<file path="src/rtl/lpg_pkg.sv">
// Package for the line pixel generator: shared types and default constants.
// No dependencies; every other file of the block imports it.
package lpg_pkg;

  // Default coordinate width in bits.
  localparam int COORD_WIDTH_DEFAULT = 10;

  // Command codes carried by the operation field.
  typedef enum logic {
    OP_START = 1'b0,
    OP_STEP  = 1'b1
  } op_t;

  // Step direction of one axis.
  typedef enum logic [1:0] {
    DIR_NONE = 2'd0,
    DIR_POS  = 2'd1,
    DIR_NEG  = 2'd3
  } dir_t;

endpackage

</file>
<file path="src/rtl/lpg_cmd_if.sv">
// Command channel of the line pixel generator: valid/ready plus line endpoints.
// Depends on lpg_pkg for the command code type.
interface lpg_cmd_if #(
  parameter int COORD_WIDTH = lpg_pkg::COORD_WIDTH_DEFAULT
);
  import lpg_pkg::*;

  logic                   valid;
  logic                   ready;
  op_t                    operation;
  logic [COORD_WIDTH-1:0] x_start;
  logic [COORD_WIDTH-1:0] y_start;
  logic [COORD_WIDTH-1:0] x_end;
  logic [COORD_WIDTH-1:0] y_end;

  modport source (
    output valid, operation, x_start, y_start, x_end, y_end,
    input  ready
  );

  modport sink (
    input  valid, operation, x_start, y_start, x_end, y_end,
    output ready
  );

endinterface

</file>
<file path="src/rtl/lpg_pix_if.sv">
// Pixel channel of the line pixel generator: valid/ready plus one pixel.
// Depends on lpg_pkg for the default width.
interface lpg_pix_if #(
  parameter int COORD_WIDTH = lpg_pkg::COORD_WIDTH_DEFAULT
);
  import lpg_pkg::*;

  logic                   valid;
  logic                   ready;
  logic [COORD_WIDTH-1:0] pixel_x;
  logic [COORD_WIDTH-1:0] pixel_y;
  logic                   last_pixel;

  modport source (
    output valid, pixel_x, pixel_y, last_pixel,
    input  ready
  );

  modport sink (
    input  valid, pixel_x, pixel_y, last_pixel,
    output ready
  );

endinterface

</file>
<file path="src/rtl/lpg_setup.sv">
// Line setup: absolute deltas, step directions and major distance of a line.
// Depends on lpg_pkg for the direction type.
module lpg_setup #(
  parameter int COORD_WIDTH = lpg_pkg::COORD_WIDTH_DEFAULT
) (
  input  logic [COORD_WIDTH-1:0] x_start,
  input  logic [COORD_WIDTH-1:0] y_start,
  input  logic [COORD_WIDTH-1:0] x_end,
  input  logic [COORD_WIDTH-1:0] y_end,
  output logic [COORD_WIDTH-1:0] abs_dx,
  output logic [COORD_WIDTH-1:0] abs_dy,
  output logic [COORD_WIDTH-1:0] major_dist,
  output lpg_pkg::dir_t          dir_col,
  output lpg_pkg::dir_t          dir_row
);
  import lpg_pkg::*;

  // Column delta and direction.
  always_comb begin
    if (x_end > x_start) begin
      abs_dx  = x_end - x_start;
      dir_col = DIR_POS;
    end else if (x_end == x_start) begin
      abs_dx  = '0;
      dir_col = DIR_NONE;
    end else begin
      abs_dx  = x_start - x_end;
      dir_col = DIR_NEG;
    end
  end

  // Row delta and direction.
  always_comb begin
    if (y_end > y_start) begin
      abs_dy  = y_end - y_start;
      dir_row = DIR_POS;
    end else if (y_end == y_start) begin
      abs_dy  = '0;
      dir_row = DIR_NONE;
    end else begin
      abs_dy  = y_start - y_end;
      dir_row = DIR_NEG;
    end
  end

  // The larger delta sets the number of steps.
  assign major_dist = (abs_dx > abs_dy) ? abs_dx : abs_dy;

endmodule

</file>
<file path="src/rtl/lpg_axis.sv">
// One axis of the stepping rule: error accumulation and coordinate move.
// Depends on lpg_pkg for the direction type.
module lpg_axis #(
  parameter int COORD_WIDTH = lpg_pkg::COORD_WIDTH_DEFAULT
) (
  input  logic [COORD_WIDTH:0]   err,
  input  logic [COORD_WIDTH-1:0] delta,
  input  logic [COORD_WIDTH-1:0] major_dist,
  input  logic [COORD_WIDTH-1:0] coord,
  input  lpg_pkg::dir_t          dir,
  output logic [COORD_WIDTH:0]   err_next,
  output logic [COORD_WIDTH-1:0] coord_next
);
  import lpg_pkg::*;

  logic [COORD_WIDTH:0]   err_sum;
  logic [COORD_WIDTH:0]   major_ext;
  logic                   overflow;
  logic [COORD_WIDTH-1:0] coord_moved;

  // The error grows by the delta; once past the major distance it wraps back.
  assign major_ext = {1'b0, major_dist};
  assign err_sum   = err + {1'b0, delta};
  assign overflow  = (err_sum > major_ext);
  assign err_next  = overflow ? (err_sum - major_ext) : err_sum;

  // Coordinate moves one unit in the axis direction, wrapping at the edges.
  always_comb begin
    unique case (dir)
      DIR_POS: coord_moved = coord + COORD_WIDTH'(1);
      DIR_NEG: coord_moved = coord - COORD_WIDTH'(1);
      default: coord_moved = coord;
    endcase
  end

  assign coord_next = overflow ? coord_moved : coord;

endmodule

</file>
<file path="src/rtl/line_pixel_generator_core.sv">
// Top level of the line pixel generator: command register, line state and
// pixel output register. Depends on lpg_pkg, lpg_cmd_if, lpg_pix_if,
// lpg_setup and lpg_axis.
//
//   Channel | Modport | Transaction
//   --------+---------+-----------------------------------------------------
//   cmd     | sink    | start a line (two endpoints) or step to next pixel
//   pix     | source  | one pixel: column, row and last-pixel mark
//
// A command transaction is registered in the command register, processed against
// the line state when the output register can take it, and its pixel is shown from
// the output register; one command per cycle is sustained while the output does not stall.
// Synchronous reset makes the block idle and drops any pending transaction.
// A stalled pixel output holds the command register; commands keep flowing
// while the output register is free or being emptied in the same cycle.
module line_pixel_generator_core #(
  parameter int COORD_WIDTH = lpg_pkg::COORD_WIDTH_DEFAULT
) (
  input logic       clk,
  input logic       rst,
  lpg_cmd_if.sink   cmd,
  lpg_pix_if.source pix
);
  import lpg_pkg::*;

  localparam int ErrWidth = COORD_WIDTH + 1;

  // Command register.
  logic                   cmd_valid_q;
  op_t                    cmd_op_q;
  logic [COORD_WIDTH-1:0] cmd_xs_q;
  logic [COORD_WIDTH-1:0] cmd_ys_q;
  logic [COORD_WIDTH-1:0] cmd_xe_q;
  logic [COORD_WIDTH-1:0] cmd_ye_q;

  // Line state.
  logic                   busy;
  logic [COORD_WIDTH-1:0] cur_col;
  logic [COORD_WIDTH-1:0] cur_row;
  logic [ErrWidth-1:0]    err_col;
  logic [ErrWidth-1:0]    err_row;
  logic [COORD_WIDTH-1:0] abs_dx;
  logic [COORD_WIDTH-1:0] abs_dy;
  logic [COORD_WIDTH-1:0] major_dist;
  dir_t                   dir_col;
  dir_t                   dir_row;
  logic [ErrWidth-1:0]    pixel_count;

  // Output register.
  logic                   out_valid;
  logic [COORD_WIDTH-1:0] out_x;
  logic [COORD_WIDTH-1:0] out_y;
  logic                   out_last;

  // Combinational results.
  logic                   out_free;
  logic                   cmd_fire;
  logic                   proc_start;
  logic                   proc_step;
  logic [COORD_WIDTH-1:0] setup_dx;
  logic [COORD_WIDTH-1:0] setup_dy;
  logic [COORD_WIDTH-1:0] setup_major;
  dir_t                   setup_dir_col;
  dir_t                   setup_dir_row;
  logic [ErrWidth-1:0]    err_col_next;
  logic [ErrWidth-1:0]    err_row_next;
  logic [COORD_WIDTH-1:0] cur_col_next;
  logic [COORD_WIDTH-1:0] cur_row_next;
  logic [ErrWidth-1:0]    pixel_count_next;
  logic                   step_last;

  // Handshake: the command register moves on when the output register can take it.
  assign out_free   = !out_valid || pix.ready;
  assign cmd_fire   = cmd_valid_q && out_free;
  assign cmd.ready  = !cmd_valid_q || out_free;
  assign proc_start = cmd_fire && (cmd_op_q == OP_START);
  assign proc_step  = cmd_fire && (cmd_op_q == OP_STEP) && busy;

  // Command register.
  always_ff @(posedge clk) begin
    if (rst) begin
      cmd_valid_q <= 1'b0;
    end else if (cmd.valid && cmd.ready) begin
      cmd_valid_q <= 1'b1;
    end else if (cmd_fire) begin
      cmd_valid_q <= 1'b0;
    end
  end

  always_ff @(posedge clk) begin
    if (cmd.valid && cmd.ready) begin
      cmd_op_q <= cmd.operation;
      cmd_xs_q <= cmd.x_start;
      cmd_ys_q <= cmd.y_start;
      cmd_xe_q <= cmd.x_end;
      cmd_ye_q <= cmd.y_end;
    end
  end

  // Line setup from the registered endpoints.
  lpg_setup #(
    .COORD_WIDTH (COORD_WIDTH)
  ) u_setup (
    .x_start    (cmd_xs_q),
    .y_start    (cmd_ys_q),
    .x_end      (cmd_xe_q),
    .y_end      (cmd_ye_q),
    .abs_dx     (setup_dx),
    .abs_dy     (setup_dy),
    .major_dist (setup_major),
    .dir_col    (setup_dir_col),
    .dir_row    (setup_dir_row)
  );

  // Per-axis stepping.
  lpg_axis #(
    .COORD_WIDTH (COORD_WIDTH)
  ) u_axis_col (
    .err        (err_col),
    .delta      (abs_dx),
    .major_dist (major_dist),
    .coord      (cur_col),
    .dir        (dir_col),
    .err_next   (err_col_next),
    .coord_next (cur_col_next)
  );

  lpg_axis #(
    .COORD_WIDTH (COORD_WIDTH)
  ) u_axis_row (
    .err        (err_row),
    .delta      (abs_dy),
    .major_dist (major_dist),
    .coord      (cur_row),
    .dir        (dir_row),
    .err_next   (err_row_next),
    .coord_next (cur_row_next)
  );

  // A line has the major distance plus two pixels.
  assign pixel_count_next = pixel_count + ErrWidth'(1);
  assign step_last        = (pixel_count_next == ({1'b0, major_dist} + ErrWidth'(2)));

  // Line state. A start gives the start pixel, which is never the last, and
  // itself loads the deltas into the errors: no delta can
  // exceed the major distance, so no coordinate moves.
  always_ff @(posedge clk) begin
    if (rst) begin
      busy <= 1'b0;
    end else if (proc_start) begin
      busy <= 1'b1;
    end else if (proc_step && step_last) begin
      busy <= 1'b0;
    end
  end

  always_ff @(posedge clk) begin
    if (proc_start) begin
      abs_dx      <= setup_dx;
      abs_dy      <= setup_dy;
      major_dist  <= setup_major;
      dir_col     <= setup_dir_col;
      dir_row     <= setup_dir_row;
      cur_col     <= cmd_xs_q;
      cur_row     <= cmd_ys_q;
      err_col     <= {1'b0, setup_dx};
      err_row     <= {1'b0, setup_dy};
      pixel_count <= ErrWidth'(1);
    end else if (proc_step) begin
      pixel_count <= pixel_count_next;
      if (!step_last) begin
        err_col <= err_col_next;
        err_row <= err_row_next;
        cur_col <= cur_col_next;
        cur_row <= cur_row_next;
      end
    end
  end

  // Output register.
  always_ff @(posedge clk) begin
    if (rst) begin
      out_valid <= 1'b0;
    end else if (proc_start || proc_step) begin
      out_valid <= 1'b1;
    end else if (pix.ready) begin
      out_valid <= 1'b0;
    end
  end

  always_ff @(posedge clk) begin
    if (proc_start) begin
      out_x    <= cmd_xs_q;
      out_y    <= cmd_ys_q;
      out_last <= 1'b0;
    end else if (proc_step) begin
      out_x    <= cur_col;
      out_y    <= cur_row;
      out_last <= step_last;
    end
  end

  assign pix.valid      = out_valid;
  assign pix.pixel_x    = out_x;
  assign pix.pixel_y    = out_y;
  assign pix.last_pixel = out_last;

endmodule

</file>
<file path="src/flat_wrapper.sv">
// flat-port wrapper written by rule: the top's interface ports become plain ports
module line_pixel_generator_core_flat import lpg_pkg::*;
#(
  parameter int COORD_WIDTH = lpg_pkg::COORD_WIDTH_DEFAULT
)
  (clk, rst, cmd_valid, cmd_operation, cmd_x_start, cmd_y_start, cmd_x_end, cmd_y_end, cmd_ready, pix_valid, pix_pixel_x, pix_pixel_y, pix_last_pixel, pix_ready);
  lpg_cmd_if #(.COORD_WIDTH(COORD_WIDTH)) cmd_i ();
  lpg_pix_if #(.COORD_WIDTH(COORD_WIDTH)) pix_i ();
  input logic clk;
  input logic rst;
  input wire logic [$bits(cmd_i.valid)-1:0] cmd_valid;
  input wire logic [$bits(cmd_i.operation)-1:0] cmd_operation;
  input wire logic [$bits(cmd_i.x_start)-1:0] cmd_x_start;
  input wire logic [$bits(cmd_i.y_start)-1:0] cmd_y_start;
  input wire logic [$bits(cmd_i.x_end)-1:0] cmd_x_end;
  input wire logic [$bits(cmd_i.y_end)-1:0] cmd_y_end;
  output wire logic [$bits(cmd_i.ready)-1:0] cmd_ready;
  output wire logic [$bits(pix_i.valid)-1:0] pix_valid;
  output wire logic [$bits(pix_i.pixel_x)-1:0] pix_pixel_x;
  output wire logic [$bits(pix_i.pixel_y)-1:0] pix_pixel_y;
  output wire logic [$bits(pix_i.last_pixel)-1:0] pix_last_pixel;
  input wire logic [$bits(pix_i.ready)-1:0] pix_ready;
  assign cmd_i.valid = cmd_valid;
  assign cmd_i.operation = cmd_operation;
  assign cmd_i.x_start = cmd_x_start;
  assign cmd_i.y_start = cmd_y_start;
  assign cmd_i.x_end = cmd_x_end;
  assign cmd_i.y_end = cmd_y_end;
  assign cmd_ready = cmd_i.ready;
  assign pix_valid = pix_i.valid;
  assign pix_pixel_x = pix_i.pixel_x;
  assign pix_pixel_y = pix_i.pixel_y;
  assign pix_last_pixel = pix_i.last_pixel;
  assign pix_i.ready = pix_ready;
  line_pixel_generator_core #(.COORD_WIDTH(COORD_WIDTH)) u_core (.clk(clk), .rst(rst), .cmd(cmd_i), .pix(pix_i));
endmodule
</file>
<file path="config.mk">
export PLATFORM = sky130hd
export DESIGN_NAME = line_pixel_generator_core_flat
export DESIGN_NICKNAME = d
export VERILOG_FILES = /design/src/rtl/lpg_pkg.sv /design/src/rtl/lpg_cmd_if.sv /design/src/rtl/lpg_pix_if.sv /design/src/rtl/lpg_setup.sv /design/src/rtl/lpg_axis.sv /design/src/rtl/line_pixel_generator_core.sv /design/src/flat_wrapper.sv
export SDC_FILE = /design/constraint.sdc
export NUM_CORES = 1
export LEC_CHECK = 0
export ABC_AREA = 1
export BUFFER_PORTS_ARGS = -buffer_cell sky130_fd_sc_hd__buf_2
export CORE_MARGIN = 4
export CORE_UTILIZATION = 55
export CTS_CLUSTER_DIAMETER = 120
export DETAILED_ROUTE_END_ITERATION = 16
export PLACE_DENSITY = 0.82
export RECOVER_POWER = 25
export SETUP_SLACK_MARGIN = 0.15
export SYNTH_ARGS = -nofsm -noshare
export SYNTH_HDL_FRONTEND = slang
export SYNTH_SLANG_ARGS = --single-unit
</file>
<file path="constraint.sdc">
create_clock -name clk -period 4.9 [get_ports clk]
set_input_delay 0.98 -clock clk [delete_from_list [all_inputs] [get_ports clk]]
set_output_delay 0.98 -clock clk [all_outputs]
set_load 0.005 [all_outputs]
</file>
==> metrics.csv <==
stage,metric,value,unit
status,run_status,"complete, but fails checks",
status,failed_checks,"capacitance limit, slew limit",
floorplan,start_util,56.5,%
sta,finalHoldViolations,0,
critical_path,path_max_fanout,12,
floorplan,die_y,150,um
cts,numCtsBuffers,17,
critical_path,r2r_start,u_core.abs_dy[0],
grt,overflow,0,
route,vias,9263,
critical_path,worstPathArrival,4.34,ns
synthesis,synth_top_cell_by_area,edfxtp_1,
min_path,min_to,u_core.pix.last_pixel,
floorplan,fp-row-count,51,
power,ir_drop,0.267,mV
route,drt-pass1-iter-count,6,
critical_path,crit_type,flop to flop,
synthesis,synthFlopType,edfxtp_1,
run,maxCapViolCount,1,
layout,drive_above_1_share,11.1,%
critical_path,max_stage_delay,0.56,ns
sta,report.final.slew_viol_count,42,
route,drt_iter0_drc,812,
layout,diodes,0,
floorplan,dieArea,22600,sq um
grt,grt_pass1_wl,42400,um
cts,clkTransAtPathRegs,0.07,ns
route,avgRoutedWirePerCell,15.1,um
critical_path,reg2reg_depth,20,
cts,cts_root_buffer,clkbuf_16,
cts,cts_max_level,4,
floorplan,core_area,19700,sq um
synthesis,synthCells,1361,
cts,insertion_delay,0.44,ns
sta,max_slew.worst_pin.slew,2.22,ns
floorplan,fp.dieW,150,um
floorplan,ioPinCount,68,
critical_path,path_cells,ha_1 > inv_1 > fa_1 > inv_1 > nand4_1 > nand3_2 > a31oi_1 > xor2_1 > inv_1 > ha_1 > nand2_1 > nor2_1 > nand3_1 > nand3_1 > nand2_1 > nand2_1 > o21ai_1 > nand2_1 > nand2_1 > o21ai_2,
power,power_density,411,nW/um^2
synthesis,netlist_area,11100,sq um
critical_path,crit_slowest_cell,o21ai_2,
layout,area_growth,10.3,%
critical_path,end_kind,flop,
synthesis,synth_seq_area_share,39.5,%
sta,period_minus_slack,4.27,ns
min_path,min_path_cells,2,
sta,fin_skew,0.0112,ns
sta,setup_viol,0,
cts,holdBufCountCts,0,
synthesis,synth-seq-cells,152,
layout,largestRegisters,"u_core.err_col (11), u_core.err_row (11), u_core.pixel_count (11)",
route,drc,0,
route,wirelength,25700,um
placement,dp_hpwl,19100,um
grt,grt_max_degree,79,
synthesis,yosys_warnings,0,
grt,grt_pass1_vias,8831,
grt,track_usage,23.5,%
grt,antenna_found_initial,0,
cts,tritoncts,done,
synthesis,synth_area_leaders,"edfxtp_1, ha_1, nand2_1",
synthesis,synth-edff-count,135,
sta,fin_setup_tns,0,ns
critical_path,critPathRequiredTime,4.96,ns
min_path,hold_path.startpoint,u_core.pix.last_pixel,
placement,pre_cts_ws,0.363,ns
placement,gp_congestion,0.925,
layout,regArea,4390,sq um
sta,min_period_over_period,87.2,%
critical_path,rrSetupSlack,0.63,ns
synthesis,syn_avg_cell_area,8.18,sq um
synthesis,async_reset_ff_share,0,%
synthesis,synth_top_cell_area_share,36.4,%
min_path,hold_class,flop to flop,
layout,multi_input_area,5810,sq um
critical_path,r2r-end,u_core.cur_row[2],
synthesis,syn-num-nets,1522,
critical_path,cp-start-kind,flop,
cts,cts.sinks,152,
sta,fin_ws,0.628,ns
layout,n_fill_cell,1619,
cts,clock_path_buffers,2,
layout,final_core_util,62.3,%
sta,slew_headroom,-48.0,%
sta,rsz0062_at_grt,false,
critical_path,path_common_cell,nand2_1,
synthesis,synth.distinct_cells,42,
layout,layout.nets,1583,
placement,numPortBuffers,67,
route,detail-route-antenna-nets,0,
power,p_leak,5.85,nW
sta,fmax,234,MHz
route,viasPerCell,5.45,
[report_power, final]
| part | switching (mW) | leakage (nW) | internal, mW |
|---|---|---|---|
| clock network | 0.562 | 0.281 | 0.805 |
| logic | 1.31 | 4.17 | 0.716 |
| registers | 0.0622 | 1.41 | 1.60 |
[synth_stat cells (4+ instances only)]
library cell,n
nand2_1,345
inv_1,192
edfxtp_1,135
ha_1,106
a21oi_1,84
o21ai_0,84
nand3_1,72
nor2_1,72
xor2_1,52
o21ai_1,20
xnor2_1,18
dfxtp_1,17
inv_2,15
nand4_1,15
nand2_2,14
buf_2,12
o21bai_1,12
fa_1,10
o21ai_2,10
clkbuf_1,8
nor2_2,7
a31oi_1,6
buf_4,6
nor3_1,6
a21o_1,5
a211oi_1,4
nand3_2,4
nand3b_1,4
[stage by stage]
stage / std cells / hold WS (ns) / power, mW / cell area [sq um]
finish: 1699 / 0.467 / 5.05 / 12300
global route: 1699 / 0.507 / 5.39 / 12300
CTS: 1699 / 0.467 / 5.03 / 12300
detailed placement: 1668 / 0.456 / 3.65 / 11700
global placement: 1668 / 0.452 / 3.59 / 11700
floorplan: 1361 / 0.455 / 3.22 / 11100
[metal layers]
layer	wire [um]	part of all wire (%)	up-vias	GRT usage (%)
met5	0	0	-	0
met4	720	2.8	0	8.33
met3	1600	6.2	67	3.91
met2	12400	48	324	39.7
met1	11000	43	4248	30.5
li1	-	-	4624	-
[cells in the final DEF, fill, tap and decap left out, types with 11 or more instances in the layout]
master,instances
nand2_1,345
inv_1,192
edfxtp_1,135
ha_1,106
o21ai_0,84
a21oi_1,84
nor2_1,73
nand3_1,72
buf_2,65
xor2_1,52
o21ai_1,19
xnor2_1,18
clkbuf_16,17
dfxtp_1,17
inv_2,15
nand4_1,15
nand2_2,14
o21bai_1,12
o21ai_2,11
[area by class of cell]
class                   instances  share of cell area, %
repair buffers                 71                   2.92
clock buffers                  18                   3.49
inverters                     209                   6.40
clock inverters                13                   1.40
flip-flops and latches        152                   35.8
multi-input cells             971                   47.3
well taps                     265                   2.70
[what timing repair did]
action | in CTS | in global routing
endpoints found under the hold margin | 0 | 0
endpoints found under the setup margin | 0 | 10
setup buffers | 0 | 0
gates resized for setup | 0 | 1
[critical path: cells and delay by family, from the launching register on]
family | cells | cell delay [ns]
compound gates | 3 | 0.89
xor+xnor | 1 | 0.17
fa+ha+maj | 3 | 0.91
buf+inv | 3 | 0.25
flops | 1 | 0.33
simple gates | 10 | 1.36
[worst max path at each step]
stage               cells after the start                end              from  slack [ns]
floorplan                              21  u_core.cur_col[0]  u_core.abs_dx[0]        1.30
global placement                       20  u_core.cur_row[0]  u_core.abs_dy[0]        0.57
detailed placement                     20  u_core.cur_row[4]  u_core.abs_dy[0]        0.36
CTS                                    20  u_core.cur_row[2]  u_core.abs_dy[0]        0.37
global route                           20  u_core.cur_row[2]  u_core.abs_dy[0]        0.24
finish                                 20  u_core.cur_row[2]  u_core.abs_dy[0]        0.63
[kinds of logic after synthesis]
| kind of cell | share of synthesized area [%] |
|---|---|
| buf+inv | 8.37 |
| simple gates | 21.0 |
| flops | 39.5 |
| fa+ha+maj | 13.7 |
| compound gates | 12.0 |
| xor+xnor | 5.51 |
Note: power is estimated with default switching activity, not from simulation.
